### src/hdl/bmsc_pkg.sv
// Shared constants, types and codes for the best-match string classifier.
// No dependencies; every other file imports this package.
package bmsc_pkg;

  localparam int BANKS     = 4;
  localparam int ENTRIES   = 64;
  localparam int MSG_LEN   = 32;
  localparam int CFG_BANKS = 4;

  localparam int SRCH_BANKS = (BANKS < CFG_BANKS) ? BANKS : CFG_BANKS;
  localparam int ROWS       = BANKS * ENTRIES;
  localparam int ROW_W      = (ROWS > 1) ? $clog2(ROWS) : 1;
  localparam int BANK_W     = (BANKS > 1) ? $clog2(BANKS) : 1;
  localparam int ENT_W      = (ENTRIES > 1) ? $clog2(ENTRIES) : 1;
  localparam int ENT_CW     = $clog2(ENTRIES + 1);
  localparam int SB_W       = $clog2(SRCH_BANKS + 1);
  localparam int CB_W       = $clog2(CFG_BANKS);
  localparam int POS_W      = $clog2(MSG_LEN);
  localparam int QLEN_W     = $clog2(MSG_LEN + 1);
  localparam int SC_W       = QLEN_W;
  localparam int NGRP       = 8;
  localparam int GRP_W      = (MSG_LEN + NGRP - 1) / NGRP;
  localparam int GC_W       = $clog2(GRP_W + 1);

  // Fixed field widths of the channels and the config port
  localparam int CMD_W      = 1;
  localparam int IN_BANK_W  = 2;
  localparam int IN_ENT_W   = 6;
  localparam int IN_POS_W   = 5;
  localparam int CHAR_W     = 8;
  localparam int OUT_BANK_W = 2;
  localparam int OUT_ENT_W  = 6;
  localparam int OUT_SC_W   = 6;
  localparam int MIN_W      = 6;
  localparam int CNT_W      = 7;
  localparam int CFG_IDX_W  = 3;
  localparam int CFG_DATA_W = 7;

  localparam logic [CMD_W-1:0] CMD_TMPL  = 1'b0;
  localparam logic [CMD_W-1:0] CMD_QUERY = 1'b1;

  localparam logic [CFG_IDX_W-1:0] CFG_MIN_SCORE     = 3'd0;
  localparam logic [CFG_IDX_W-1:0] CFG_BANK0_ENTRIES = 3'd1;
  localparam logic [CFG_IDX_W-1:0] CFG_BANK1_ENTRIES = 3'd2;
  localparam logic [CFG_IDX_W-1:0] CFG_BANK2_ENTRIES = 3'd3;
  localparam logic [CFG_IDX_W-1:0] CFG_BANK3_ENTRIES = 3'd4;

  localparam logic [MIN_W-1:0] MIN_SCORE_RST = 6'd6;
  localparam logic [CNT_W-1:0] ENT_RST [CFG_BANKS] = '{7'd37, 7'd40, 7'd23, 7'd26};

  typedef logic [CHAR_W-1:0] char_t;
  typedef logic [MSG_LEN-1:0][CHAR_W-1:0] row_t;

  typedef struct packed {
    logic [BANK_W-1:0] bank;
    logic [ENT_W-1:0]  entry;
  } tag_t;

  typedef struct packed {
    logic             vld;
    logic             busy;
    logic [SC_W-1:0]  score;
    tag_t             tag;
  } score_res_t;

endpackage

### src/hdl/bmsc_score.sv
// Query buffer and the scoring pipeline: one template row in per cycle,
// one score out per cycle, four register stages. Depends on bmsc_pkg.
module bmsc_score (
  input  logic                        clk,
  input  logic                        rst_n,
  input  logic                        q_we,
  input  logic [bmsc_pkg::POS_W-1:0]  q_pos,
  input  bmsc_pkg::char_t             q_char,
  input  logic [bmsc_pkg::QLEN_W-1:0] qlen,
  input  logic                        issue_vld,
  input  bmsc_pkg::tag_t              issue_tag,
  input  bmsc_pkg::row_t              row,
  output bmsc_pkg::score_res_t        res
);
  import bmsc_pkg::*;

  char_t qbuf_r [MSG_LEN];

  logic v0_r, v1_r, v2_r, v3_r, v4_r;
  tag_t tag0_r, tag1_r, tag2_r, tag3_r, tag4_r;

  logic [MSG_LEN-1:0]   z1_r, eq1_r, z1_nxt, eq1_nxt;
  logic [MSG_LEN-1:0]   hit2_r, hit2_nxt;
  logic [MSG_LEN-1:0]   lowbit, live;
  logic [GC_W-1:0]      grp3_r [NGRP];
  logic [GC_W-1:0]      grp3_nxt [NGRP];
  logic [NGRP*GRP_W-1:0] hit_pad;
  logic [SC_W-1:0]      score4_r, score4_nxt;

  always_ff @(posedge clk) begin
    if (q_we) begin
      qbuf_r[q_pos] <= q_char;
    end
  end

  always_ff @(posedge clk) begin
    if (!rst_n) begin
      {v0_r, v1_r, v2_r, v3_r, v4_r} <= '0;
    end else begin
      {v0_r, v1_r, v2_r, v3_r, v4_r} <= {issue_vld, v0_r, v1_r, v2_r, v3_r};
    end
  end

  // Stage 1: stop flags and equal flags per lane
  always_comb begin
    for (int i = 0; i < MSG_LEN; i++) begin
      z1_nxt[i]  = (qbuf_r[i] == '0) || (row[i] == '0) || (QLEN_W'(i) >= qlen);
      eq1_nxt[i] = (qbuf_r[i] == row[i]);
    end
  end

  // Stage 2: lanes below the lowest stop flag count
  assign lowbit   = z1_r & (~z1_r + MSG_LEN'(1));
  assign live     = lowbit - MSG_LEN'(1);
  assign hit2_nxt = live & eq1_r;

  // Stage 3: per-group counts; stage 4: group sum
  assign hit_pad = (NGRP*GRP_W)'(hit2_r);

  always_comb begin
    for (int g = 0; g < NGRP; g++) begin
      grp3_nxt[g] = '0;
      for (int b = 0; b < GRP_W; b++) begin
        grp3_nxt[g] = grp3_nxt[g] + GC_W'(hit_pad[g*GRP_W + b]);
      end
    end
  end

  always_comb begin
    score4_nxt = '0;
    for (int g = 0; g < NGRP; g++) begin
      score4_nxt = score4_nxt + SC_W'(grp3_r[g]);
    end
  end

  always_ff @(posedge clk) begin
    tag0_r   <= issue_tag;
    tag1_r   <= tag0_r;
    tag2_r   <= tag1_r;
    tag3_r   <= tag2_r;
    tag4_r   <= tag3_r;
    z1_r     <= z1_nxt;
    eq1_r    <= eq1_nxt;
    hit2_r   <= hit2_nxt;
    grp3_r   <= grp3_nxt;
    score4_r <= score4_nxt;
  end

  assign res.vld   = v4_r;
  assign res.busy  = v0_r | v1_r | v2_r | v3_r | v4_r;
  assign res.score = score4_r;
  assign res.tag   = tag4_r;

endmodule

### config.mk
export PLATFORM = sky130hd
export DESIGN_NAME = bmsc_score
export DESIGN_NICKNAME = d
export VERILOG_FILES = /design/src/hdl/bmsc_pkg.sv /design/src/hdl/bmsc_score.sv
export SDC_FILE = /design/constraint.sdc
export NUM_CORES = 1
export LEC_CHECK = 0
export BUFFER_PORTS_ARGS = -buffer_cell sky130_fd_sc_hd__buf_2
export CAP_MARGIN = 0
export CORE_MARGIN = 2
export CORE_UTILIZATION = 45
export CTS_BUF_LIST = sky130_fd_sc_hd__clkbuf_16
export CTS_CLUSTER_SIZE = 25
export DETAILED_ROUTE_END_ITERATION = 6
export GPL_TIMING_DRIVEN = 0
export PLACE_DENSITY_LB_ADDON = 0.05
export SYNTH_ARGS = -nofsm -noshare
export SYNTH_HDL_FRONTEND = slang
export SYNTH_SLANG_ARGS = --single-unit
export TNS_END_PERCENT = 5
### constraint.sdc
create_clock -name clk -period 3.56 [get_ports clk]
set_clock_uncertainty 0.05 [all_clocks]
set_input_delay 1.068 -clock clk [delete_from_list [all_inputs] [get_ports clk]]
set_output_delay 1.068 -clock clk [all_outputs]
set_load 0.1 [all_outputs]
# After elaboration in Yosys (flattened, before gate mapping)

Memories as Yosys holds them, arrays and structs flattened.
Cells that the tools add are included.
W data, S select, Z words.

Add/subtract/negate cells: 33
$lt $le $gt $ge: 32
Equality and inequality tests: 32
Mux-type cells: 2
Bitwise logic cells: 7
Reduce and logical (&&, ||, !) cells: 128

Operators with widths:

| operator                | number |
|---|---|
| $logic_not A8 Y1        | 64 |
| $eq A8 B8 Y1            | 32 |
| $ge A5 B6 Y1 const A    | 16 |
| $and A32 B32 Y32        | 2 |
| $logic_or A1 B1 Y1      | 64 |
| $ge A4 B6 Y1 const A    | 8 |
| $add A32 B1 Y32 const B | 1 |
| $not A32 Y32            | 1 |
| $sub A32 B1 Y32 const B | 1 |
| $add A2 B1 Y3           | 8 |
| $add A3 B1 Y3           | 8 |
| $add A6 B3 Y6           | 4 |
| $ge A3 B6 Y1 const A    | 4 |
| $add A1 B1 Y2           | 8 |
| $ge A1 B6 Y1 const A    | 2 |
| $ge A2 B6 Y1 const A    | 2 |
| $add A5 B3 Y6           | 1 |
| $add A4 B3 Y5           | 1 |
| $add A3 B3 Y4           | 1 |
| $or A1 B1 Y1            | 4 |
| $mux W1                 | 2 |

Register bits after elaboration: 171
RAM bits: 256
Output and inout bits: 16
Word-level logic and storage cells: 262
Memories: 1

Memories:

| name   | words | bits a word | rd ports | clocked after memory_dff | write ports | line             | text |
|---|---|---|---|---|---|---|---|
| qbuf_r | 32    | 8           | 32       | 0                        | 1           | bmsc_score.sv:17 | `char_t qbuf_r [MSG_LEN];` |

# Depth between registers and ports, before layout

Depth in word-level cells: 7
Gate-level depth with buffers: 12
Gate-level depth less buffers: 12

# Worst setup path before layout

Ideal clock, no wire load.

Kind: reg-to-reg
From: register grp3_r[11] (netlist name)
To: register score4_r[4]
Arrival: 3.137 ns
Path slack: 0.255 ns
Cell stages (with the launch flop): 13
Path buffers: 0
Period minus slack after synthesis: 3.305 ns
Cell sequence: dfxtp_1 -> inv_1 -> fa_1 -> inv_1 -> fa_1 -> fa_1 -> inv_1 -> fa_1 -> inv_1 -> ha_1 -> inv_1 -> fa_1 -> xnor2_1

Longest elaborated chain between the ends: 4

RTL lines:

| what                       | line             | text |
|---|---|---|
| start, declared            | bmsc_score.sv:25 | `logic [GC_W-1:0] grp3_r [NGRP];` |
| start signal, assigned     | bmsc_score.sv:85 | `grp3_r <= grp3_nxt;` |
| $add A6 B3 Y6 (4 in a row) | bmsc_score.sv:72 | `score4_nxt = score4_nxt + SC_W'(grp3_r[g]);` |
| net score4_nxt[4]          | bmsc_score.sv:28 | `logic [SC_W-1:0] score4_r, score4_nxt;` |
| end signal, assigned       | bmsc_score.sv:86 | `score4_r <= score4_nxt;` |
| end, declared              | bmsc_score.sv:28 |  |

The timed path passes the listed nets, and every way through them passes these cells.
A chain may end at the register's enable or synchronous reset.

# Worst setup path after layout

Same ends and word-level chain as after synthesis.

==> out/summary.md <==
Power and ir drop
* 2390 uW — sw power
* 50.9% — Seq pwr share
* 8160 uW — cell-internal power
* 507 nW/um2 — cell area power density
* 0.481 mV — worst supply voltage drop on vdd
* 42.2% — share of power burned in the clock network
* 22.6% — proportion of total power due to net switching
* 6.8% — combinational cell fraction of total power
* 0.00748 uW — leakage power figure

Timing
* false — RSZ-0062 raised after global routing
* 22.7% — worst max-slew margin expressed relative to the limit
* 0 ns — accumulated negative setup slack
* 3.41 ns — post-layout min period
* 0 — number of failing setup endpoints in the final timing report
* 95.7% — ratio of final minimum period to clock period
* 0 — count of final hold-check violations
* 0 — pins over their slew limit
* 1.15 ns — actual transition at the worst max-transition pin
* 294 MHz — f_max

Logic synthesis
* 64.5% — register area share after synthesis
* 256 — number of synthesized flops with an enable pin
* 44.6% — share of the synthesized area in the top cell type
* 0% — share of flip-flops with an asynchronous set or reset after synthesis
* edfxtp_1 — largest area contributor in the synthesized netlist
* 427 — number of synthesized register bits
* xnor2_1 — top-count cell post-synth
* 17200 um2 — post-synthesis instance area
* 1637 — syn nets
* 13.2 um2 — Mapped Avg Cell Area
* xnor2_1 (257), edfxtp_1 (256), dfxtp_1 (171), nor4_1 (135), nor2_1 (83) — most used standard cells in the synthesized netlist
* 0 — Synth Warn #
* 49 — number of distinct library cells after synthesis
* edfxtp_1 — most common flop cell mapped by yosys
* edfxtp_1 (45%), dfxtp_1 (20%), xnor2_1 (13%) — cell types with the largest area share after synthesis
* 1303 — gate count after technology mapping

Setup path
* 0.15 ns — worst-case register-to-register setup slack
* register to register — Setup Crit Path Kind
* register — Startpoint Class
* 3.94 ns — required time of the critical path
* 2 — largest fanout on the critical path
* 3.79 ns — data arrival time of the critical path
* 12 — FF-to-FF path depth
* grp3_r[11]$_DFF_P_ — startpoint of the worst-slack reg-to-reg timing path
* grp3_r[11]$_DFF_P_ — CP startpoint
* register — kind of end point of the critical path
* score4_r[4]$_DFF_P_ — end point of the critical path
* score4_r[4]$_DFF_P_ — worst flop-to-flop path endpoint

Route
* 20.1 um — average wire per standard cell
* 5.11 — average via count per standard cell
* 0 — post-detailed-route count of antenna-violating nets
* 44100 um — total wirelength of the detailed-routed design
* 5 — count of TritonRoute iterations in the first routing pass
* 0 — drt drc
* 11235 — via count
* 528 — Initial DRC Count

Clock tree
* built — CTS tree
* 0 — number of buffers inserted to repair setup after CTS
* 2 — H-Tree Depth
* 0.55 ns — Worst-Skew Late Latency
* 45 — number of buffers created by CTS
* 3 — maximum clock path buffer count
* clkbuf_16 — CTS Root Cell
* 0.06 ns — Clk pin slew, worst setup/hold paths
* 427 — number of clock sinks

Floorplan
* 200 um — die width
* 200 um — Die Height
* 303 — number of top-level pins
* 39900 um2 — Die ar.
* 45.8% — starting density of the core
* 37700 um2 — Core Footprint
* 71 — standard-cell rows

Placed design
* 19400 um2 — placed inst area
* 300 — IO Port Bufs
* 0.825 — RePlAce Congestion
* 31800 um — hpwl dp

Min path
* 0 — instance count along the most critical hold path
* register to register — type of the most critical hold path
* tag3_r[0]$_DFF_P_ — hold path startpoint

Status
* finished clean — outcome

GRT
* 4 — number of antenna violations at the first check in global routing
* 64200 um — first-pass GRT wire length
* 0 — grt total ovfl
* 11454 — via count of the first global-routing pass
* 33 — largest net degree at the start of global routing
* 22.1% — overall track demand over capacity in global routing

Layout
* 23.4% — fraction of layout cells with a size suffix above 1
* 1984 — number of nets at the end of the flow
* 20800 um2 — fin area
* 20.8% — synthesis-to-finish area growth

Flow run
* 0 — max-cap viol count

-- worst min-delay path by stage --
stage / endpoint / slack (ns)
finish: res[0]$_DFF_P_ / 0.27
global route: tag1_r[3]$_DFF_P_ / 0.28
detailed placement: tag2_r[7]$_DFF_P_ / 0.26
CTS: res[1]$_DFF_P_ / 0.27
global placement: tag3_r[4]$_DFF_P_ / 0.26
floorplan: res[0]$_DFF_P_ / 0.26
-- worst max-delay path, stage by stage (launching register included) --
cell and delay, ns:
dfxtp_1 0.32, inv_1 0.06, fa_1 0.53, inv_1 0.05, fa_1 0.47, fa_1 0.51
inv_2 0.04, fa_1 0.46, inv_1 0.07, ha_2 0.17, inv_1 0.05, fa_1 0.37
xnor2_1 0.13
-- power groups by stage --
stage                     registers (uW)  logic (uW)  clock network [uW]
final                               5370         722                4450
after global routing                5380         779                4760
after CTS                           5370         730                4540
after detailed placement            5480         727                   0
after global placement              5470         717                   0
after floorplan                     5500         282                   0
-- cells in the final DEF (no fill, tap or decap), types with 3 or more instances in the layout --
cell	instances
nor3_2	4
o21ai_0	9
nand4_1	69
clkinvlp_4	6
clkbuf_16	45
clkinv_2	7
and3_1	8
fa_1	25
nand3b_1	6
bufinv_16	3
nor3b_1	6
ha_1	21
nor2_1	83
clkbuf_1	6
buf_2	300
nand3_1	14
nor4b_1	4
dfxtp_1	171
o211ai_1	7
nand2_1	69
inv_2	4
nor4_1	135
nor3_1	7
a22oi_1	13
xnor2_1	257
clkinv_1	4
a21oi_1	8
and2_1	9
edfxtp_1	256
inv_1	87
-- area by class of cell --
type	instances	area, um2
antenna	1	2.50
multi-input combinational	788	5800
clock buffer	45	1130
inverter	81	304
timing repair buffer	300	1500
fill	3233	16900
tap	511	639
sequential	427	11100
clock inverter	38	303
buffer	7	30.0
-- repair_timing --
action                     in CTS  in global routing
setup endpoints to repair       0                  2
hold buffers                    0                  0
gates resized for setup         0                  2
-- logic make-up (layout without fill, tap and decap cells) --
group / count (synthesis) / count (layout) / synth area share [%]
other: 0 / 1 / 0
adder cells (fa/ha/maj): 47 / 47 / 4.50
buffers and inverters: 88 / 471 / 1.94
XOR/XNOR: 257 / 257 / 13.1
flip-flops: 427 / 427 / 64.5
AO/OA/AOI/OAI: 46 / 46 / 1.80
AND/OR/NAND/NOR: 438 / 438 / 14.2
-- metal layers --
layer  track usage, %  vias up  share of wire [%]
met2             38.3      311                 49
met5                0        -              0.091
met4             5.73        6                1.8
li1                 -     5437                  -
met1             28.9     5413                 43
met3             3.86       68                5.5
-- registers in the layout, summed over array words and instances (netlist names), 8 cells and up --
| name | count |
|---|---|
| eq1_r | 32 |
| grp3_r | 24 |
| hit2_r | 32 |
| qbuf_r | 256 |
| res | 8 |
| tag0_r | 8 |
| tag1_r | 8 |
| tag2_r | 8 |
| tag3_r | 8 |
| z1_r | 32 |
-- per-stage QoR --
step                      worst slack [ns]  util [%]  std cells  hold WS (ns)  power, uW
after floorplan                      0.255         -       1303         0.260       5780
after global placement               0.135      51.4       2114         0.260       6190
after detailed placement             0.115      51.5       2114         0.262       6200
after CTS                            0.106      55.2       2197         0.274      10600
after global routing                0.0111      55.3       2198         0.279      10900
final                                0.153      55.3       2198         0.273      10500
(Power assumes the default switching activity.)
